$ cat src/hw/rtl/pcsc_pkg.sv
// Shared types, constants and functions of the PNG chunk stream checker.
// No dependencies; used by every module of the block.
package pcsc_pkg;

    localparam int unsigned QueueDepth   = 4;
    localparam int unsigned OutDataWidth = 144;
    localparam int unsigned OutUserWidth = 2;

    localparam logic [31:0] CrcPoly  = 32'hEDB8_8320;
    localparam logic [31:0] CrcInit  = 32'hFFFF_FFFF;
    localparam logic [31:0] TypeIend = 32'h4945_4E44;

    localparam logic [7:0] SigBytes [0:7] = '{
        8'h89, 8'h50, 8'h4E, 8'h47, 8'h0D, 8'h0A, 8'h1A, 8'h0A
    };

    localparam logic [31:0] KnownTypes [0:20] = '{
        32'h4948_4452, 32'h504C_5445, 32'h4944_4154, 32'h4945_4E44, 32'h624B_4744,
        32'h6348_524D, 32'h6453_4947, 32'h6558_4946, 32'h6741_4D41, 32'h6849_5354,
        32'h6943_4350, 32'h6954_5874, 32'h7048_5973, 32'h7342_4954, 32'h7350_4C54,
        32'h7352_4742, 32'h7354_4552, 32'h7445_5874, 32'h7449_4D45, 32'h7452_4E53,
        32'h7A54_5874
    };

    typedef enum logic [1:0] {
        KIND_PAYLOAD = 2'd0,
        KIND_CHUNK   = 2'd1,
        KIND_ERROR   = 2'd2
    } pcsc_kind_t;

    typedef enum logic [2:0] {
        ERR_NONE      = 3'd0,
        ERR_SIGNATURE = 3'd1,
        ERR_CRC       = 3'd2,
        ERR_LENGTH    = 3'd3,
        ERR_TRUNCATED = 3'd4
    } pcsc_err_t;

    typedef struct packed {
        pcsc_kind_t  kind;
        logic [7:0]  payload;
        logic [31:0] type_raw;
        logic [30:0] length;
        pcsc_err_t   err;
        logic [31:0] stored_crc;
        logic [31:0] computed_crc;
    } pcsc_rec_t;

    function automatic logic [31:0] crc_byte(input logic [31:0] crc, input logic [7:0] b);
        logic [31:0] c;
        c = crc ^ {24'h0, b};
        for (int k = 0; k < 8; k++)
        begin
            c = c[0] ? ((c >> 1) ^ CrcPoly) : (c >> 1);
        end
        return c;
    endfunction

    function automatic logic [4:0] type_code(input logic [31:0] raw);
        logic [4:0] code;
        code = 5'd0;
        for (int i = 0; i < 21; i++)
        begin
            if (KnownTypes[i] == raw)
            begin
                code = 5'(i + 1);
            end
        end
        return code;
    endfunction

endpackage

$ cat src/hw/rtl/pcsc_front.sv
// Front part: accepts file bytes, tracks signature and chunk framing and runs the CRC.
// Emits one result record per byte that causes one. Depends on pcsc_pkg.
module pcsc_front (
    input  logic                clk,
    input  logic                rst_n,
    input  logic                accept,
    input  logic [7:0]          in_byte,
    input  logic                in_last,
    output logic                push,
    output pcsc_pkg::pcsc_rec_t rec
);

    typedef enum logic [6:0] {
        PH_SIG  = 7'b0000001,
        PH_LEN  = 7'b0000010,
        PH_TYPE = 7'b0000100,
        PH_DATA = 7'b0001000,
        PH_CRC  = 7'b0010000,
        PH_DONE = 7'b0100000,
        PH_HALT = 7'b1000000
    } phase_t;

    phase_t      phase_reg, phase_next;
    logic [30:0] idx_reg, idx_next;
    logic [31:0] len_reg, len_next;
    logic [31:0] type_reg, type_next;
    logic [31:0] crc_reg, crc_next;
    logic [31:0] trl_reg, trl_next;

    logic [30:0] idx_inc;
    logic [31:0] len_upd;
    logic [31:0] type_upd;
    logic [31:0] crc_upd;
    logic [31:0] trl_upd;
    logic        fail;
    pcsc_pkg::pcsc_err_t fail_code;

    assign idx_inc  = idx_reg + 31'd1;
    assign len_upd  = {len_reg[23:0], in_byte};
    assign type_upd = {type_reg[23:0], in_byte};
    assign trl_upd  = {trl_reg[23:0], in_byte};
    assign crc_upd  = pcsc_pkg::crc_byte(crc_reg, in_byte);

    always_comb
    begin
        phase_next       = phase_reg;
        idx_next         = idx_reg;
        len_next         = len_reg;
        type_next        = type_reg;
        crc_next         = crc_reg;
        trl_next         = trl_reg;
        push             = 1'b0;
        fail             = 1'b0;
        fail_code        = pcsc_pkg::ERR_NONE;
        rec.kind         = pcsc_pkg::KIND_CHUNK;
        rec.payload      = 8'h00;
        rec.type_raw     = type_reg;
        rec.length       = len_reg[30:0];
        rec.err          = pcsc_pkg::ERR_NONE;
        rec.stored_crc   = trl_reg;
        rec.computed_crc = ~crc_reg;
        if (accept)
        begin
            case (phase_reg)
                PH_SIG:
                begin
                    if (in_byte != pcsc_pkg::SigBytes[idx_reg[2:0]])
                    begin
                        fail      = 1'b1;
                        fail_code = pcsc_pkg::ERR_SIGNATURE;
                    end
                    else
                    begin
                        if (idx_reg[2:0] == 3'd7)
                        begin
                            phase_next = PH_LEN;
                            idx_next   = '0;
                        end
                        else
                        begin
                            idx_next = idx_inc;
                        end
                        if (in_last)
                        begin
                            fail      = 1'b1;
                            fail_code = pcsc_pkg::ERR_TRUNCATED;
                        end
                    end
                end
                PH_LEN:
                begin
                    len_next   = len_upd;
                    rec.length = len_upd[30:0];
                    idx_next   = idx_inc;
                    if (idx_reg[1:0] == 2'd3)
                    begin
                        if (len_upd[31])
                        begin
                            fail      = 1'b1;
                            fail_code = pcsc_pkg::ERR_LENGTH;
                        end
                        else
                        begin
                            phase_next = PH_TYPE;
                            idx_next   = '0;
                        end
                    end
                    if (in_last && !fail)
                    begin
                        fail      = 1'b1;
                        fail_code = pcsc_pkg::ERR_TRUNCATED;
                    end
                end
                PH_TYPE:
                begin
                    type_next        = type_upd;
                    crc_next         = crc_upd;
                    rec.type_raw     = type_upd;
                    rec.computed_crc = ~crc_upd;
                    idx_next         = idx_inc;
                    if (idx_reg[1:0] == 2'd3)
                    begin
                        phase_next = (len_reg != 32'd0) ? PH_DATA : PH_CRC;
                        idx_next   = '0;
                    end
                    if (in_last)
                    begin
                        fail      = 1'b1;
                        fail_code = pcsc_pkg::ERR_TRUNCATED;
                    end
                end
                PH_DATA:
                begin
                    crc_next         = crc_upd;
                    rec.computed_crc = ~crc_upd;
                    idx_next         = idx_inc;
                    if ({1'b0, idx_inc} >= len_reg)
                    begin
                        phase_next = PH_CRC;
                        idx_next   = '0;
                    end
                    if (in_last)
                    begin
                        fail      = 1'b1;
                        fail_code = pcsc_pkg::ERR_TRUNCATED;
                    end
                    else
                    begin
                        push             = 1'b1;
                        rec.kind         = pcsc_pkg::KIND_PAYLOAD;
                        rec.payload      = in_byte;
                        rec.type_raw     = '0;
                        rec.length       = '0;
                        rec.stored_crc   = '0;
                        rec.computed_crc = '0;
                    end
                end
                PH_CRC:
                begin
                    trl_next       = trl_upd;
                    rec.stored_crc = trl_upd;
                    idx_next       = idx_inc;
                    if (idx_reg[1:0] == 2'd3)
                    begin
                        if (trl_upd != ~crc_reg)
                        begin
                            fail      = 1'b1;
                            fail_code = pcsc_pkg::ERR_CRC;
                        end
                        else
                        begin
                            push = 1'b1;
                            if (type_reg == pcsc_pkg::TypeIend || in_last)
                            begin
                                phase_next = PH_DONE;
                            end
                            else
                            begin
                                phase_next = PH_LEN;
                                idx_next   = '0;
                                len_next   = '0;
                                type_next  = '0;
                                crc_next   = pcsc_pkg::CrcInit;
                                trl_next   = '0;
                            end
                        end
                    end
                    else if (in_last)
                    begin
                        fail      = 1'b1;
                        fail_code = pcsc_pkg::ERR_TRUNCATED;
                    end
                end
                default:
                begin
                end
            endcase
            if (fail)
            begin
                push       = 1'b1;
                rec.kind   = pcsc_pkg::KIND_ERROR;
                rec.err    = fail_code;
                phase_next = PH_HALT;
            end
        end
    end

    always_ff @(posedge clk or negedge rst_n)
    begin
        if (!rst_n)
        begin
            phase_reg <= PH_SIG;
            idx_reg   <= '0;
            len_reg   <= '0;
            type_reg  <= '0;
            crc_reg   <= pcsc_pkg::CrcInit;
            trl_reg   <= '0;
        end
        else
        begin
            phase_reg <= phase_next;
            idx_reg   <= idx_next;
            len_reg   <= len_next;
            type_reg  <= type_next;
            crc_reg   <= crc_next;
            trl_reg   <= trl_next;
        end
    end

endmodule

$ cat config.mk
export PLATFORM = sky130hd
export DESIGN_NAME = pcsc_front
export DESIGN_NICKNAME = d
export VERILOG_FILES = /design/src/hw/rtl/pcsc_pkg.sv /design/src/hw/rtl/pcsc_front.sv
export SDC_FILE = /design/constraint.sdc
export NUM_CORES = 1
export LEC_CHECK = 0
export BUFFER_PORTS_ARGS = -buffer_cell sky130_fd_sc_hd__buf_2
export CORE_MARGIN = 2
export CORE_UTILIZATION = 50
export CTS_CLUSTER_SIZE = 10
export DETAILED_ROUTE_END_ITERATION = 8
export HOLD_SLACK_MARGIN = 0.05
export PLACE_DENSITY = 0.81
export SYNTH_ARGS = -nofsm -noshare
export SYNTH_HDL_FRONTEND = slang
export SYNTH_SLANG_ARGS = --single-unit
$ cat constraint.sdc
create_clock -name clk -period 5.9 [get_ports clk]
set_input_delay 1.475 -clock clk [delete_from_list [all_inputs] [get_ports clk]]
set_output_delay 1.475 -clock clk [all_outputs]
set_load 0.02 [all_outputs]
==> Word level (Yosys, flattened, before mapping) <==
Memories as Yosys holds them, arrays and structs flattened.
Index checks and enable logic that the tools add are counted.
{ "totals": {"register_bits": 166, "latchBits": 0, "ramBits": 0, "rom_bits": 64, "input_bits": 12, "out_inout_bits": 141, "elab_cells": 139, "n_memories": 1} }
{ "memory_table": {"columns": ["memory", "depth", "word_bits", "read_ports", "rd_ports_with_merged_regs", "write_ports", "line_no", "text"], "rows": [
  ["(name not given)", 8, 8, 1, 0, 0, "pcsc_front.sv:67", "if (in_byte != pcsc_pkg::SigBytes[idx_reg[2:0]])"]
]} }
{ "classes": {"addsub": 1, "n_mul": 0, "div": 0, "n_lt_le_gt_ge": 2, "n_eq_ne": 22, "shift": 0, "mux": 79, "n_bitwise": 12, "reduce_logical": 16} }
{ "op_table": {"columns": ["op", "count"], "rows": [
  ["$mux W32", 17],
  ["$pmux W32 S2", 6],
  ["$mux W31", 9],
  ["$pmux W31 S5", 1],
  ["$mux W140", 1],
  ["$not A13 Y14", 8],
  ["$mux W72", 1],
  ["$mux W64", 1],
  ["$not A32 Y32", 2],
  ["$mux W7", 9],
  ["$pmux W31 S2", 1],
  ["$pmux W7 S5", 1],
  ["$eq A32 B31 Y1 const B", 1],
  ["$ge A31 B32 Y1", 1],
  ["$ne A32 B32 Y1", 1],
  ["$reduce_bool A32 Y1", 1],
  ["$xor A32 B8 Y32", 1],
  ["$add A31 B1 Y31 const B", 1],
  ["$ne A3 B3 Y1 const B", 8],
  ["$mux W8", 2],
  ["$mux W1", 15],
  ["$mux W3", 5],
  ["$reduce_and A5 Y1", 3],
  ["$pmux W3 S4", 1],
  ["27 further kinds", 35]
]} }

==> Depth between registers and ports, before layout <==
Gate-level depths: netlist (run 1).
{ "depth": {"depth_word": 21, "ltp_mapped": 18, "mapped_depth_nobuf": 16} }

==> Worst setup path after synthesis (run 1) <==
No wires, ideal clock.
{ "synth_timing": {"path_kind": "input port to output port", "startpoint": "input port in_byte[4]", "endpoint": "output port push", "arrival_time_ps": 4335, "required_ps": 4425, "path_slack_ps": 90, "path_stages": 10, "n_path_buf": 1, "path_cell_list": "clkbuf_1 > xor2_1 > ha_1 > nand3_1 > or4_4 > nor2_1 > o21ai_1 > a221oi_2 > nor2b_1 > or3_1"} }
{ "synth_via": {"elab_chain_len": 7, "word_cells_on_any_way": 12} }
{ "synth_lines": {"columns": ["element", "line_no", "text"], "rows": [
  ["start: declaration", "pcsc_front.sv:7", "input logic [7:0] in_byte,"],
  ["$ne A32 B32 Y1", "pcsc_front.sv:165", "if (trl_upd != ~crc_reg)"],
  ["$mux W1", "pcsc_front.sv:165", null],
  ["$mux W1", "pcsc_front.sv:163", "if (idx_reg[1:0] == 2'd3)"],
  ["$pmux W1 S4", "pcsc_front.sv:64", "case (phase_reg)"],
  ["$mux W1", "pcsc_front.sv:62", "if (accept)"],
  ["$mux W1 (*)", "pcsc_front.sv:198", "if (fail)"],
  ["$mux W1 (*)", "pcsc_front.sv:62", null],
  ["end: declaration", "pcsc_front.sv:9", "output logic push,"]
]} }
Mark *: on every way between the ends. The rest lies on a longest branch, timed or not. The select of a mux whose other input is x is not followed.

==> Worst setup path after layout (run 1) <==
{ "layout_timing": {"startpoint": "input port in_byte[3]", "endpoint": "output port push"} }
The elaborated chain is that of the path after synthesis.

==> reports/qor.yml, run 1 <==
hold_ws_ns: 0.497
row_count: 53
synthSimpleGateAreaFrac: 0.161
ios: 153
peakVddDrop_mv: 0.488
ys_warn_count: 0
layout-drive-gt1-share: 0.205
synth_top_area_frac: 0.306
fin_crit_sh: 0.945
grt_pass1_wl_um: 52300
syn_inst: 1195
maxCapViolCount: 0
crit_path_frequent_cell: "buf_2"
clockBufferDepth: 2
cellPowerDensity_mw_per_mm2: 540
cts_tree: "yes"
wl_um: 33000
dpl-instance-area_mm2: 0.0119
grt_antenna_before_repair: 1
start_util: 0.513
numCtsBuffers: 17
hold_class: "reg2reg"
clk_latency_ns: 0.45
fin_util: 0.590
post_cts_buffers: 0
grt_pass1_vias: 9480
synth_edf_count: 0
required_ns: 4.43
die_y_um: 152
cp_top_family: "simple AND/OR/NAND/NOR gates"
crit_chain: "buf_2 > xnor2_1 > inv_1 > ha_1 > nand3_1 > or4_4 > nor2_1 > o21ai_1 > a221oi_2 > nor2b_1 > or3_1 > buf_2"
overflow: 0
crit_path_max_fanout: 5
dieArea_mm2: 0.0230
synth_top_area_cell: "dfrtp_1"
setup_violations: 0
viasPerCell: 6.42
synth_common_cells: "144 x nand2_1, 136 x a22o_1, 133 x dfrtp_1, 95 x xnor2_1, 90 x o21ai_0"
syn-num-nets: 1248
max_freq_ghz: 0.179
grtUsageTotal: 0.291
synth-adder-area-share: 0.0471
slew_violations: 0
cts_resized: 0
drtAntennaViolNets: 0
synthXorXnorAreaFrac: 0.104
async_flop_share: 1.00
firstDrtPassIters: 6
fin_nets: 1361
final.min_clock_period_ns: 5.58
slew_headroom: 0.171
finClkSkew_ns: 0.0159
gp_congestion: 0.977
synth_cell_types: 71
critPathSlowestCell: "or4_4"
syn_area_per_cell_um2: 9.11
root_buffer: "clkbuf_16"
fin_area_mm2: 0.0125
synthTopCellsByArea: "dfrtp_1 31%, a22o_1 11%, dfstp_2 8.0%"
drtIter0Drc: 963
antenna_cells: 0
grt_max_degree: 142
leakage_uw: 0.00579
port_buffers: 152
multiInputGateArea_mm2: 0.00621
synth-compound-area-share: 0.251
outcome: "complete, no violations"
synth_seq_cells: 166
area_growth_pct: 15.0
tightestPinTransition_ns: 1.24
ys.flop_type: "dfrtp_1"
critPathLaunchType: "input pin"
fillers: 1831
crit_arrival_ns: 4.10
rsz0062_at_grt: "false"
muxShareOfSynthArea: 0.00483
via_count: 10300
max_stage_delay_ns: 0.45
hold_buffers: 0
drt-wirelength-per-cell_um: 20.7
synth.most_common_cell: "nand2_1"
syn_area_mm2: 0.0109
synth_top_family_by_area: "compound AO/OA/AOI/OAI gates"
cts_sinks: 166
finalSetupTns_ns: 0
hold_viol_final: 0
core_mm2: 0.0212
crit_buf_inv: 3
cts.htree.levels: 4
ys_seq_area_frac: 0.385
dpl.hpwl_um: 22700
regArea_mm2: 0.00420
worst_setup_path_end_kind: "output port"
cts.reportedPaths.clkPinSlew_ns: 0.07
crit_type: "in2out"
drc: 0
die_w_um: 152
==> path summary, 6_finish.rpt <==
path                                           end                    from  depth (start not counted)  slack [ns]
hold reg to reg             crc_reg[7]$_DFFE_PN1P_  crc_reg[7]$_DFFE_PN1P_                          2        0.50
setup / recovery                              push              in_byte[3]                         12        0.32
hold / removal              crc_reg[7]$_DFFE_PN1P_  crc_reg[7]$_DFFE_PN1P_                          2        0.50
max in group asynchronous  trl_reg[15]$_DFFE_PN0P_                   rst_n                          2        3.89
min in group asynchronous  trl_reg[20]$_DFFE_PN0P_                   rst_n                          1        0.89
setup reg to reg            idx_reg[0]$_DFFE_PN0P_  idx_reg[2]$_DFFE_PN0P_                         14        0.80
==> power by group <==
group / switching [µW] / leakage [µW] / internal, µW
registers: 520 / 0.00214 / 1510
logic: 2070 / 0.00335 / 1540
clock network: 545 / 0.000289 / 567
total: 3140 / 0.00579 / 3620
==> stage by stage <==
stage / worst slack [ns] / total power, µW / std cells
2_1_floorplan: 0.0898 / 4530 / 1195
3_3_place_gp: 0.479 / 5520 / 1564
3_5_place_dp: 0.344 / 5600 / 1564
4_1_cts: 0.347 / 6740 / 1596
5_1_grt: 0.160 / 7230 / 1596
6_report: 0.323 / 6760 / 1596
==> final cells by class <==
class                   instances  area share
multi-input cells             896       0.496
flip-flops and latches        166       0.335
repair buffers                185      0.0821
clock buffers                  17      0.0340
well taps                     275      0.0275
clock inverters                15      0.0126
inverters                      42      0.0126
==> worst register-to-register path: cells and delay by family (launching register included) <==
family / cells / cell delay, ns
AND/OR/NAND/NOR: 7 / 2.33
AO/OA/AOI/OAI: 4 / 1.13
multiplexers: 1 / 0.28
flip-flops: 1 / 0.66
adder cells (fa/ha/maj): 1 / 0.30
XOR/XNOR: 1 / 0.32
==> cells by family after synthesis <==
logic type      Yosys count
compound gates          369
fa+ha+maj                41
simple gates            353
flops                   166
xor+xnor                128
mux                       5
buf+inv                 133
==> layout by cell type, fill, tap and decap left out, types with 15 or more instances in the layout <==
cell       instances
o22ai_1           33
nand2_1          144
inv_1             42
xnor2_1           95
ha_1              41
a32o_1            31
nor2_1            68
buf_2            151
dfrtp_1          133
a21oi_1           19
buf_4             32
and3_1            18
nand3_1           27
xor2_1            32
o21ai_0           89
nand4_1           19
nor4_1            15
dfstp_2           33
a22o_1           136
clkbuf_16         17
==> layer usage <==
metal | part of all wire | track usage | routed length [µm]
met5 | 0 | 0 | 0
met4 | 0.036 | 0.118 | 1190
met3 | 0.091 | 0.0449 | 3000
met2 | 0.46 | 0.448 | 15200
met1 | 0.41 | 0.412 | 13600
No activity file was read; power rests on OpenSTA's default activity.
==> inputs of run 2 (changes only) <==
--- a/config.mk
+++ b/config.mk
@@ -7,11 +7,11 @@
 export LEC_CHECK = 0
 export BUFFER_PORTS_ARGS = -buffer_cell sky130_fd_sc_hd__buf_2
 export CORE_MARGIN = 2
-export CORE_UTILIZATION = 50
+export CORE_UTILIZATION = 53
 export CTS_CLUSTER_SIZE = 10
 export DETAILED_ROUTE_END_ITERATION = 8
 export HOLD_SLACK_MARGIN = 0.05
-export PLACE_DENSITY = 0.81
+export PLACE_DENSITY = 0.85
 export SYNTH_ARGS = -nofsm -noshare
 export SYNTH_HDL_FRONTEND = slang
 export SYNTH_SLANG_ARGS = --single-unit
==> reports/qor.yml, run 2 (synthesis results as in run 1) <==
layout_common_cells: "151 x buf_2, 144 x nand2_1, 136 x a22o_1"
worst_setup_path_end_kind: "output port"
port_buffers: 152  # unchanged
layout-drive-gt1-share: 0.204  # -0.000912
reg2regPathDepth: 16  # +2
crit_type: "in2out"
numCtsBuffers: 17  # unchanged
cts.htree.levels: 4  # unchanged
clock_power_share: 0.169  # +0.005
tightestPinTransition_ns: 1.20  # -0.0454 ns
leakage_uw: 0.00579  # about the same
hold_ws_ns: 0.499  # +0.00198 ns
core_mm2: 0.0202  # -5.0%
maxCapViolCount: 0  # unchanged
finClkSkew_ns: 0.0107  # -0.00522 ns
drtAntennaViolNets: 0  # unchanged
crit_chain: "buf_2 > xnor2_1 > inv_1 > ha_1 > nand3_1 > or4_4 > nor2_1 > o21ai_1 > a221oi_2 > nor2b_1 > or3_1 > buf_2"
grtUsageTotal: 0.294  # +0.00317
post_cts_buffers: 0  # unchanged
firstDrtPassIters: 6  # unchanged
drt-wirelength-per-cell_um: 20.2  # -2.4%
layout_commonest_cell: "buf_2"
swShare: 0.456  # -0.00829
crit_path_max_fanout: 5  # unchanged
die_y_um: 147  # -2.8%
worst-r2r-setup-slack_ns: 0.81  # about the same
seqPwrFrac: 0.300  # about the same
area_growth_pct: 15.0  # about the same
whs_path_depth: 2  # unchanged
fin_util: 0.621  # +0.0309
die_w_um: 147  # -2.8%
hold_buffers: 0  # unchanged
ios: 153  # unchanged
crit_path_frequent_cell: "buf_2"
fin_ws_ns: 0.219  # -0.104 ns
hold_class: "reg2reg"
fin_nets: 1362  # +0.073%
dieArea_mm2: 0.0217  # -5.5%
clk_latency_ns: 0.44  # about the same
outcome: "complete, no violations"
cts_sinks: 166  # unchanged
clockBufferDepth: 2  # unchanged
drc: 0  # unchanged
hold_viol_final: 0  # unchanged
hold_start: "crc_reg[4]$_DFFE_PN1P_"
slew_violations: 0  # unchanged
critPathLaunchType: "input pin"
p_sw_uw: 3090  # -1.7%
cellPowerDensity_mw_per_mm2: 540  # about the same
max_stage_delay_ns: 0.47  # +0.02 ns
grt_pass1_wl_um: 50600  # -3.1%
p_comb_frac: 0.531  # -0.004
viasPerCell: 6.38  # -0.72%
cts_resized: 0  # unchanged
reg2reg_to: "idx_reg[0]$_DFFE_PN0P_"
grt_pass1_vias: 9267  # -2.2%
root_buffer: "clkbuf_16"
setup_violations: 0  # unchanged
peakVddDrop_mv: 0.610  # +25%
r2r_start: "idx_reg[0]$_DFFE_PN0P_"
via_count: 10200  # -0.91%
rsz0062_at_grt: "false"
critPathSlowestCell: "a221oi_2"
overflow: 0  # unchanged
post-place-ws_ns: 0.285  # -0.0590 ns
slew_headroom: 0.201  # +0.0303
grt_antenna_before_repair: 1  # unchanged
row_count: 52  # -1.9%
drtIter0Drc: 1098  # +14%
dpl.hpwl_um: 22300  # -1.5%
p_int_uw: 3680  # +1.6%
fin_area_mm2: 0.0125  # about the same
wl_um: 32200  # -2.6%
crit_arrival_ns: 4.21  # +0.11 ns
cts_tree: "yes"
cts.reportedPaths.clkPinSlew_ns: 0.06  # about the same
finalSetupTns_ns: 0  # unchanged
required_ns: 4.43  # about the same
gp_congestion: 0.929  # -4.9%
max_freq_ghz: 0.176  # -1.8%
grt_max_degree: 92  # -35%
dpl-instance-area_mm2: 0.0119  # about the same
holdPathEnd: "crc_reg[4]$_DFFE_PN1P_"
start_util: 0.540  # +0.0267
fin_crit_sh: 0.963  # +0.0177
final.min_clock_period_ns: 5.68  # +0.104 ns
## run 2: area by class of cell
class                      instances  area [µm²]
timing repair buffer             186        1020
tap                              270         338
inverter                          42         158
fill                            1698        7650
clock buffer                      19         433
sequential                       166        4200
antenna                            1        2.50
clock inverter                    13         163
multi-input combinational        896        6210
## run 2: routing by layer
metal  part of all wire  GRT usage  vias up
met2               0.46      0.450      531
met4              0.035      0.123        0
met5                  0          0        -
li1                   -          -     4609
met1               0.42      0.411     4944
met3              0.086     0.0578       74
## run 2: power groups by stage
stage               registers (µW)  clock network [µW]  logic, µW
finish                        2030                1140       3590
global route                  2070                1200       3900
CTS                           2010                1150       3560
detailed placement            2020                   0       3520
global placement              2010                   0       3450
floorplan                     1830                   0       2700
## run 2: worst max-delay path by stage
stage / startpoint / to / slack [ns] / cells after the start
5_1_grt: in_byte[3] / push / 0.10 / 12
3_5_place_dp: in_byte[3] / push / 0.28 / 12
6_report: in_byte[3] / push / 0.22 / 12
4_1_cts: in_byte[3] / push / 0.29 / 12
3_3_place_gp: in_byte[3] / push / 0.35 / 12
2_1_floorplan: in_byte[4] / push / 0.09 / 10
## run 2: critical path, delay by kind of cell
family / cells / cell delay [ns]
fa+ha+maj: 1 / 0.16
compound gates: 2 / 0.62
simple gates: 5 / 1.26
buf+inv: 3 / 0.46
xor+xnor: 1 / 0.22
## run 2: stage by stage
| stage | power (µW) | cells |
|---|---|---|
| 2_1_floorplan | 4530 | 1195 |
| 3_3_place_gp | 5460 | 1560 |
| 3_5_place_dp | 5550 | 1560 |
| 4_1_cts | 6730 | 1592 |
| 5_1_grt | 7170 | 1592 |
| 6_report | 6760 | 1593 |
